## src/hdl/dual_float32_multiplier_unit_assert.svh

```systemverilog
// Assertion macros shared by the dual float32 multiplier RTL.
`ifndef DUAL_FLOAT32_MULTIPLIER_UNIT_ASSERT_SVH
`define DUAL_FLOAT32_MULTIPLIER_UNIT_ASSERT_SVH
// Same-cycle implication, checked on clk and disabled during rst.
`define DFM_ASSERT_NOW(label, ante, cons, msg) \
  label: assert property (@(posedge clk) disable iff (rst) (ante) |-> (cons)) else $error(msg);
// Next-cycle implication, checked on clk and disabled during rst.
`define DFM_ASSERT_NEXT(label, ante, cons, msg) \
  label: assert property (@(posedge clk) disable iff (rst) (ante) |=> (cons)) else $error(msg);
`endif

```

## src/hdl/dfm_pkg.sv

```systemverilog
// Package: request/response types, stage types and binary32 constants.
`timescale 1ns / 1ps
package dfm_pkg;

  localparam logic [31:0] QNAN_BITS = 32'h7FC0_0000;
  localparam logic [31:0] INF_BITS  = 32'h7F80_0000;

  localparam logic REQ_WRITE = 1'b0;
  localparam logic REQ_READ  = 1'b1;

  typedef struct packed {
    logic        req_type;
    logic [31:0] operand_a;
    logic [31:0] operand_b;
    logic [31:0] operand_c;
    logic [31:0] operand_d;
  } dfm_req_t;

  typedef struct packed {
    logic [31:0] product_one;
    logic [31:0] product_two;
  } dfm_rsp_t;

  typedef struct packed {
    logic              special;
    logic [31:0]       special_bits;
    logic              sign;
    logic signed [9:0] exp;
    logic [23:0]       mant_a;
    logic [23:0]       mant_b;
  } dfm_unp_t;

  typedef struct packed {
    logic              special;
    logic [31:0]       special_bits;
    logic              sign;
    logic signed [9:0] exp;
    logic [47:0]       prod;
  } dfm_prd_t;

endpackage

```

## src/hdl/dfm_unpack.sv

```systemverilog
// Operand unpack: classify specials, normalize subnormals, sum exponents.
`timescale 1ns / 1ps
module dfm_unpack import dfm_pkg::*; (
  input  logic [31:0] a,
  input  logic [31:0] b,
  output dfm_unp_t    unp
);

  logic [7:0]  ea, eb;
  logic [22:0] ma, mb;
  logic        za, zb, na, nb, ia, ib;
  logic [4:0]  sha, shb;
  logic signed [9:0] ean, ebn;
  logic [23:0] man, mbn;

  always_comb begin
    ea = a[30:23];
    eb = b[30:23];
    ma = a[22:0];
    mb = b[22:0];
    za = (ea == 8'h00) && (ma == 23'd0);
    zb = (eb == 8'h00) && (mb == 23'd0);
    na = (ea == 8'hFF) && (ma != 23'd0);
    nb = (eb == 8'hFF) && (mb != 23'd0);
    ia = (ea == 8'hFF) && (ma == 23'd0);
    ib = (eb == 8'hFF) && (mb == 23'd0);
    // leading one position of a subnormal fraction
    sha = 5'd0;
    shb = 5'd0;
    for (int i = 0; i < 23; i++) begin
      if (ma[i]) sha = 5'(23 - i);
      if (mb[i]) shb = 5'(23 - i);
    end
    if (ea == 8'h00) begin
      ean = 10'sd1 - $signed({5'b0, sha});
      man = {1'b0, ma} << sha;
    end else begin
      ean = $signed({2'b0, ea});
      man = {1'b1, ma};
    end
    if (eb == 8'h00) begin
      ebn = 10'sd1 - $signed({5'b0, shb});
      mbn = {1'b0, mb} << shb;
    end else begin
      ebn = $signed({2'b0, eb});
      mbn = {1'b1, mb};
    end
    unp.sign   = a[31] ^ b[31];
    unp.exp    = ean + ebn - 10'sd126;
    unp.mant_a = man;
    unp.mant_b = mbn;
    unp.special      = na || nb || ia || ib || za || zb;
    unp.special_bits = {unp.sign, 31'd0};
    if (na || nb || ((ia || ib) && (za || zb))) begin
      unp.special_bits = QNAN_BITS;
    end else if (ia || ib) begin
      unp.special_bits = {unp.sign, INF_BITS[30:0]};
    end
  end

endmodule

```

## src/hdl/dfm_round.sv

```systemverilog
// Product normalize, underflow shift and round-to-nearest-even.
`timescale 1ns / 1ps
module dfm_round import dfm_pkg::*; (
  input  dfm_prd_t    prd,
  output logic [31:0] result
);

  logic [47:0]       p, q, mask;
  logic signed [9:0] e;
  logic [8:0]        sh;
  logic [23:0]       mant, rem;
  logic              inc;
  logic [24:0]       mant_r;
  logic [7:0]        ef;
  logic [31:0]       bits;

  always_comb begin
    p = prd.prod;
    e = prd.exp;
    if (!p[47]) begin
      p = p << 1;
      e = e - 10'sd1;
    end
    sh   = 9'((10'sd1 - e) & 10'h1FF);
    mask = '0;
    q    = p;
    if (e <= 10'sd0) begin
      if (sh >= 9'd48) begin
        q = {47'd0, |p};
      end else begin
        mask = ~({48{1'b1}} << sh[5:0]);
        q    = (p >> sh[5:0]) | {47'd0, |(p & mask)};
      end
    end
    mant   = q[47:24];
    rem    = q[23:0];
    inc    = (rem > 24'h80_0000) || ((rem == 24'h80_0000) && mant[0]);
    mant_r = {1'b0, mant} + {24'd0, inc};
    ef     = (e <= 10'sd0) ? 8'd0 : (e[7:0] - 8'd1);
    bits   = ({24'd0, ef} << 23) + {7'd0, mant_r};
    if (prd.special) begin
      result = prd.special_bits;
    end else if ((e >= 10'sd255) || (bits >= INF_BITS)) begin
      result = {prd.sign, INF_BITS[30:0]};
    end else begin
      result = {prd.sign, bits[30:0]};
    end
  end

endmodule

```

## src/hdl/dual_float32_multiplier_unit.sv

```systemverilog
// Top level: dual binary32 multiplier with stored products, four-stage pipeline.
//
//  channel | direction | handshake            | payload
//  req     | in        | req_valid/req_ready  | dfm_req_t (req_type, operand_a..d)
//  rsp     | out       | rsp_valid/rsp_ready  | dfm_rsp_t (product_one, product_two)
//
// Each request passes from acceptance to response through the input register,
// unpack register, 24x24 product register, then round into the response register.
// One request per cycle is sustained while rsp_ready is high; every stage holds
// only while the stage after it is full and stalled, so bubbles drain even
// when rsp_ready is low. Requests stay in order, so a read always sees every
// earlier write. rst clears the stage valid bits and both stored products.
`timescale 1ns / 1ps
`include "dual_float32_multiplier_unit_assert.svh"
module dual_float32_multiplier_unit import dfm_pkg::*; (
  input  logic     clk,
  input  logic     rst,
  input  logic     req_valid,
  output logic     req_ready,
  input  dfm_req_t req,
  output logic     rsp_valid,
  input  logic     rsp_ready,
  output dfm_rsp_t rsp
);

  // Stage valids and readies
  logic v1, v2, v3;
  logic r1, r2, r3, ro;

  // Stage payloads
  dfm_req_t    s1;
  logic        s2_type, s3_type;
  dfm_unp_t    s2_one, s2_two;
  dfm_prd_t    s3_one, s3_two;
  dfm_unp_t    unp_one, unp_two;
  logic [31:0] res_one, res_two;
  logic [31:0] stored_one, stored_two;
  logic        wr_commit;

  assign ro        = !rsp_valid || rsp_ready;
  assign r3        = !v3 || ro;
  assign r2        = !v2 || r3;
  assign r1        = !v1 || r2;
  assign req_ready = r1;
  assign wr_commit = v3 && ro && (s3_type == REQ_WRITE);

  dfm_unpack u_unp_one (.a(s1.operand_a), .b(s1.operand_b), .unp(unp_one));
  dfm_unpack u_unp_two (.a(s1.operand_c), .b(s1.operand_d), .unp(unp_two));
  dfm_round  u_rnd_one (.prd(s3_one), .result(res_one));
  dfm_round  u_rnd_two (.prd(s3_two), .result(res_two));

  // Advance valids
  always_ff @(posedge clk) begin
    if (rst) begin
      v1         <= 1'b0;
      v2         <= 1'b0;
      v3         <= 1'b0;
      rsp_valid  <= 1'b0;
      stored_one <= '0;
      stored_two <= '0;
    end else begin
      if (r1) v1 <= req_valid;
      if (r2) v2 <= v1;
      if (r3) v3 <= v2;
      if (ro) rsp_valid <= v3;
      // Commit products of a write as it leaves the last stage
      if (wr_commit) begin
        stored_one <= res_one;
        stored_two <= res_two;
      end
    end
  end

  // Payload registers: load when the stage takes a request
  always_ff @(posedge clk) begin
    if (r1 && req_valid) s1 <= req;
    if (r2 && v1) begin
      s2_type <= s1.req_type;
      s2_one  <= unp_one;
      s2_two  <= unp_two;
    end
    if (r3 && v2) begin
      s3_type <= s2_type;
      s3_one  <= '{special: s2_one.special, special_bits: s2_one.special_bits,
                   sign: s2_one.sign, exp: s2_one.exp,
                   prod: s2_one.mant_a * s2_one.mant_b};
      s3_two  <= '{special: s2_two.special, special_bits: s2_two.special_bits,
                   sign: s2_two.sign, exp: s2_two.exp,
                   prod: s2_two.mant_a * s2_two.mant_b};
    end
    if (ro && v3) begin
      if (s3_type == REQ_WRITE) begin
        rsp <= '0;
      end else begin
        rsp <= '{product_one: stored_one, product_two: stored_two};
      end
    end
  end

  `DFM_ASSERT_NEXT(a_stored_hold, !wr_commit, $stable(stored_one) && $stable(stored_two), "stored product changed without a write")
  `DFM_ASSERT_NOW(a_stall_full, v2 && !r2, v3 && rsp_valid, "stage held while downstream not full")
  `DFM_ASSERT_NEXT(a_nan_canon, wr_commit, stored_one[30:23] != 8'hFF || stored_one[22:0] == 23'd0 || stored_one == QNAN_BITS, "non-canonical NaN stored")
  `DFM_ASSERT_NEXT(a_write_zero, ro && v3 && (s3_type == REQ_WRITE), rsp == '0, "write response not zero")

endmodule
```

## config.mk

```make
export PLATFORM = sky130hd
export DESIGN_NAME = dual_float32_multiplier_unit
export DESIGN_NICKNAME = d
export VERILOG_FILES = /design/src/hdl/dfm_pkg.sv /design/src/hdl/dfm_unpack.sv /design/src/hdl/dfm_round.sv /design/src/hdl/dual_float32_multiplier_unit.sv
export VERILOG_INCLUDE_DIRS = /design/src /design/src/hdl
export SDC_FILE = /design/constraint.sdc
export NUM_CORES = 2
export LEC_CHECK = 0
export BUFFER_PORTS_ARGS = -buffer_cell sky130_fd_sc_hd__buf_2
export CELL_PAD_IN_SITES_DETAIL_PLACEMENT = 1
export CELL_PAD_IN_SITES_GLOBAL_PLACEMENT = 1
export CORE_MARGIN = 5
export CORE_UTILIZATION = 35
export DETAILED_ROUTE_END_ITERATION = 10
export PLACE_DENSITY = 0.66
export SKIP_LAST_GASP = 1
export SLEW_MARGIN = 20
export SYNTH_ARGS = -nofsm -noshare
export SYNTH_HDL_FRONTEND = slang
export SYNTH_SLANG_ARGS = --single-unit
```

## constraint.sdc

```tcl
create_clock -name clk -period 13.7 [get_ports clk]
set_input_delay 0 -clock clk [delete_from_list [all_inputs] [get_ports clk]]
set_output_delay 0 -clock clk [all_outputs]
set_load 0.02 [all_outputs]
```

After elaboration in Yosys (flattened, before gate mapping)
Cells that the tools add are included.
Word-level totals
  logic and storage cells: 275
  output and inout port bits: 66
  input port bits: 133
  register bits after elaboration: 631
Cells by class
  shift-type cells: 8
  multipliers: 2
  bitwise gates (word level): 9
  reduce and logical (&&, ||, !) cells: 65
  multiplexer cells: 116
  add/subtract/negate cells: 18
  order comparisons: 10
  equality and inequality tests: 6
Operators with widths (number)
  $mux W5: 92
  $mux W48: 6
  $reduce_or A48 Y1: 4
  $mux W31: 4
  $and A48 B48 Y48: 2
  $mul A24 B24 Y48: 2
  $not A48 Y48: 2
  $or A48 B1 Y48: 2
  $shl A23 B5 Y24: 4
  $shl A48 B6 Y48 const A: 2
  $shr A48 B6 Y48: 2
  $logic_not A23 Y1: 4
  $mux W23: 4
  $reduce_bool A23 Y1: 4
  $add A31 B25 Y32: 2
  $ge A32 B31 Y1 const B: 2
  $mux W32: 2
  $mux W10: 6
  $add A24 B1 Y25: 2
  $eq A24 B24 Y1 const B: 2
  $gt A24 B24 Y1 const B: 2
  $eq A8 B8 Y1 const B: 4
  $logic_not A8 Y1: 4
  $logic_or A1 B1 Y1: 24
  14 further kinds: 50

Longest topological paths before layout
  depth after elaboration: 27
  depth in mapped cells: 40
  mapped depth without buffers: 29

Modules after synthesis
From an unflattened synthesis, not the netlist that was laid out.
Second synthesis, totals
  cells, all modules: 8564
  area total of the unflattened synthesis: 79403.7 µm²
Modules (own cells, without submodules)
  dual_float32_multiplier_unit: times used 1, area an instance 57570.2 µm², seq. area each 18267.5 µm², cells each 5247
  dfm_round at u_rnd_two: times used 1, area an instance 6801.5 µm², seq. area each 0.0 µm², cells each 1036
  dfm_round at u_rnd_one: times used 1, area an instance 6454.9 µm², seq. area each 0.0 µm², cells each 944
  dfm_unpack at u_unp_one: times used 1, area an instance 4359.2 µm², seq. area each 0.0 µm², cells each 701
  dfm_unpack at u_unp_two: times used 1, area an instance 4217.8 µm², seq. area each 0.0 µm², cells each 636

Worst setup path before layout
Ideal clock, no wire load.
  path kind: register to register
  start point: register rsp_valid
  end point: register s3_one[0] (netlist name) (enable)
  path buffers: 0
  required time: 12.892 ns
  cell stages (with the launch flop): 3
  arrival time: 9.731 ns
  setup time: 0.808 ns
  setup slack: 3.161 ns
  period minus slack after synthesis: 10.539 ns
  cell sequence: dfxtp_1 nor2b_1 a21boi_0
Between the ends
  cells in the longest elaborated chain, start to end: 4
RTL lines
  from (decl): line dual_float32_multiplier_unit.sv:21  | output logic rsp_valid,
  from (signal assigned): line dual_float32_multiplier_unit.sv:65  | if (ro) rsp_valid <= v3;
  $logic_not A1 Y1: line dual_float32_multiplier_unit.sv:40  | assign ro = !rsp_valid || rsp_ready;
  $logic_or A1 B1 Y1: line dual_float32_multiplier_unit.sv:40
  $logic_or A1 B1 Y1: line dual_float32_multiplier_unit.sv:41  | assign r3 = !v3 || ro;
  $logic_and A1 B1 Y1: line dual_float32_multiplier_unit.sv:82  | if (r3 && v2) begin
  to (signal assigned): line dual_float32_multiplier_unit.sv:84  | s3_one <= '{special: s2_one.special, special_bits: s2_one.special_bits,
  to (decl): line dual_float32_multiplier_unit.sv:34  | dfm_prd_t s3_one, s3_two;
No other way between the ends.
A chain may end at the register's enable or synchronous reset.

Worst setup path after layout
  start point: register s3_one[49] (netlist name)
  end point: register stored_one[3]
Between the ends
  cells in the longest elaborated chain, start to end: 19
  elaborated cells on any way between the ends: 26
  those cells by class: 5 x add/sub; 5 x order compare; 1 x eq/ne; 2 x shift; 6 x mux; 3 x bitwise; 4 x reduce/logical
RTL lines
  $sub A10 B2 Y10: line dfm_round.sv:22  | e = e - 10'sd1;
  $mux W10 (*): line dfm_round.sv:20  | if (!p[47]) begin
  branches (longest 15 deep; another with $add A31 B25 Y32)
  $mux W31 (*): line dfm_round.sv:43  | end else if ((e >= 10'sd255) || (bits >= INF_BITS)) begin
  $mux W32 (*): line dfm_round.sv:41  | if (prd.special) begin
  to (signal assigned): line dual_float32_multiplier_unit.sv:68  | stored_one <= res_one;
  to (decl): line dual_float32_multiplier_unit.sv:37  | logic [31:0] stored_one, stored_two;
Every way passes the cells marked *.

==> results_dict.tcl <==
set metrics [dict create \
    stdcell_area_um2 79220 \
    skew_ps 51.01 \
    cts_resized 0 \
    max_freq_mhz 112.1 \
    path_class "reg -> reg" \
    hold_depth 2 \
    layout-drive-gt1-share 0.08281 \
    synth_edf_count 447 \
    synthFlopType "edfxtp_1" \
    worst_hold_path.endpoint "s1[45]" \
    num_vias 56963 \
    drv_slew 0 \
    avgSynthCellArea_um2 9.350 \
    ys_seq_area_frac 0.2092 \
    gp_congestion 0.9004 \
    timing.rr.end "stored_one[3]" \
    yosysWarnings 0 \
    slowest_stage "edfxtp_1" \
    timing.rr.start "s3_one[49]" \
    io_buffers 198 \
    place_area_um2 74580 \
    reg2reg_slack_ps 4780 \
    syn-cell-area_um2 70660 \
    worst_slew_pin_slew_ps 1203 \
    hp-class "in -> reg" \
    setup-tns-final_ps 0 \
    r2r_cells 26 \
    postSynthCellCount 7557 \
    status "complete, no violations" \
    start_kind "flip-flop" \
    grt_antenna_before_repair 11 \
    rsz0062_at_grt "no" \
    num_rows 165 \
    ir_worst_vdd_uv 189.5 \
    grt_pass1_vias 61214 \
    maxCapViolCount 0 \
    nets 9296 \
    io_pins 199 \
    ctsHoldBuffers 239 \
    ys_ff_latch 515 \
    synth.net_count 9066 \
    gr-total-overflow 0 \
    postCtsSetupBuffers 0 \
    cp.required_ps 14350 \
    initial_core_util 0.3507 \
    core_area_um2 201500 \
    root_buffer "clkbuf_16" \
    dr.pass1.iters 6 \
    grt_max_degree 100 \
    finalCriticalPeriod_ps 8917 \
    power-per-cell-area_nw_per_um2 171.0 \
    critPathMaxStageDelay_ps 910 \
    cts_made_buffers 60 \
    cpLargestDelayFamily "compound AO/OA/AOI/OAI gates" \
    cts_tree "built" \
    viasPerCell 5.419 \
    cts.clk_slew.worst_paths_ps 60 \
    timing.final.crit_share 0.6509 \
    areaGrowthSynthToFinish_pct 12.12 \
    die_h_um 459.3 \
    finalHoldViolCount 0 \
    dp.final_hpwl_um 183200 \
    clock-sinks 515 \
    worstPathArrival_ps 9570 \
    wire_per_inst_um 23.08 \
    cts_max_level 2 \
    setup_viol 0 \
    insertion_delay_ps 730 \
    grt_pass1_wl_um 376300 \
    path_buf_inv 3 \
    relSlewSlack 0.1981 \
    async_flop_share 0 \
    finalWirelength_um 242600 \
    ant_nets 0 \
    die_w_um 459.3 \
    p_leak_nw 34.76 \
    cp_max_fo 36 \
    drtIter0Drc 3838 \
    clk_path_buf_depth 3 \
    track_usage 0.2281 \
    cp_common_cell "ha_1" \
    die_area_um2 211000 \
    hold_start "req[45]" \
    ys_types 108 \
    total_power_mw 13.55 \
    worstSetupEndpointType "flip-flop" \
    drc 0 \
]
## area by class of cell
type                    instances  area [um2]
well taps                    2672        3343
repair buffers                572        4419
multi-input cells            5554       50370
flip-flops and latches        515       14780
clock inverters                47       690.7
clock buffers                  65        1540
diodes                          3       7.507
fillers                     23098      122300
inverters                    1084        4069
## cells by family (layout without fill, tap and decap cells)
kind of cell / Yosys count / after routing / synth area share
xor+xnor: 199 / 199 / 0.02467
other cells: 0 / 3 / 0
fa+ha+maj: 1377 / 1377 / 0.3464
compound gates: 1170 / 1170 / 0.1101
buf+inv: 1488 / 1768 / 0.07986
simple gates: 2427 / 2427 / 0.1651
flops: 515 / 515 / 0.2092
mux: 381 / 381 / 0.06467
## report_power, final
| part | switching [mW] | internal, mW |
|---|---|---|
| Clock | 0.737 | 1.06 |
| Sequential | 0.281 | 2.29 |
| Combinational | 5.42 | 3.76 |
| Total | 6.44 | 7.10 |
## cell usage in the layout (no fill, tap or decap), drive strengths merged, types with 65 or more instances in the layout
| cell | instances |
|---|---|
| and2 | 492 |
| inv | 1088 |
| buf | 333 |
| fa | 966 |
| xnor2 | 130 |
| nand2 | 1059 |
| dlygate4sd3 | 239 |
| clkbuf | 65 |
| nor2 | 334 |
| o21ai | 222 |
| a21oi | 324 |
| dfxtp | 68 |
| ha | 410 |
| nor3 | 122 |
| mux2i | 254 |
| edfxtp | 447 |
| nand3 | 67 |
| mux2 | 74 |
| xor2 | 69 |
## flip-flops by register name, summed over array words and instances, names as in the netlist
name,count
s2_one,63
v1,1
stored_one,32
rsp_valid,1
s3_type,1
s1,129
stored_two,32
v2,1
rsp,64
s3_two,63
v3,1
s2_two,63
s2_type,1
s3_one,63
## per-stage QoR
| stage | hold slack (ps) | setup WS [ps] | utilization | std cells |
|---|---|---|---|---|
| after floorplan | 98.87 | 3161 | - | 7557 |
| after CTS | 0.1398 | 4881 | 0.3931 | 10508 |
| after global routing | 23.98 | 4159 | 0.3932 | 10510 |
| final | 67.61 | 4783 | 0.3932 | 10512 |
| after global placement | 176.0 | 5093 | 0.3700 | 10155 |
| after detailed placement | 178.7 | 4917 | 0.3701 | 10157 |
## how the worst max path moves through the flow
stage	end	cells past startpoint	startpoint	slack, ps
global route	stored_one[4]	26	s3_one[49]	4160
floorplan	s3_one[0]	2	rsp_valid	3160
global placement	s3_two[43]	25	s2_two[3]	5090
detailed placement	stored_one[3]	27	s3_one[49]	4920
finish	stored_one[3]	26	s3_one[49]	4780
CTS	stored_one[3]	27	s3_one[49]	4880
## synthesized netlist by cell type (all sizes together) (27+ instances only)
cell type	instances	share of area
nand4	41	0.0036
clkbuf	345	0.018
o31ai	27	0.0029
inv	1080	0.057
nand3	67	0.0047
a22o	57	0.0071
or3	30	0.0027
ha	410	0.073
o22ai	36	0.0032
xnor2	130	0.016
a21o	59	0.0063
edfxtp	447	0.19
a21oi	324	0.023
nor4	46	0.0043
mux4	53	0.017
mux2i	254	0.036
nand2	1059	0.056
a31oi	53	0.0050
nor2b	58	0.0051
nor3	122	0.0087
and2	492	0.044
a22oi	35	0.0037
nand2b	57	0.0050
a211oi	49	0.0055
xor2	69	0.0086
fa	966	0.27
mux2	74	0.012
buf	59	0.0039
o21ai	222	0.016
dfxtp	68	0.019
nor2	334	0.018
o21bai	47	0.0050
o21a	31	0.0033
## worst reg2reg max path, stage by stage (launching register included)
cell and delay, ps:
edfxtp_1 910, inv_1 190, ha_1 720, nor2b_1 380
nor2_2 50, buf_4 270, inv_1 250, ha_1 460
and4b_1 290, a41oi_1 130, o31a_1 420, nor3_2 550
nand2_1 240, a211oi_1 330, a22oi_1 120, nor4_1 340
a21oi_1 140, ha_1 250, nor3b_1 150, a31oi_1 300
nor2_1 150, nand3_1 250, o41ai_2 130, a41oi_1 600
nand2_1 150, a41oi_2 830, a22o_1 250
## metal layers
layer	wire length, um	global-route usage
met5	45	0
met2	108500	0.3589
met4	4558	0.04284
met3	15050	0.03481
met1	114500	0.3354
Power figures use the tool's default switching activity.
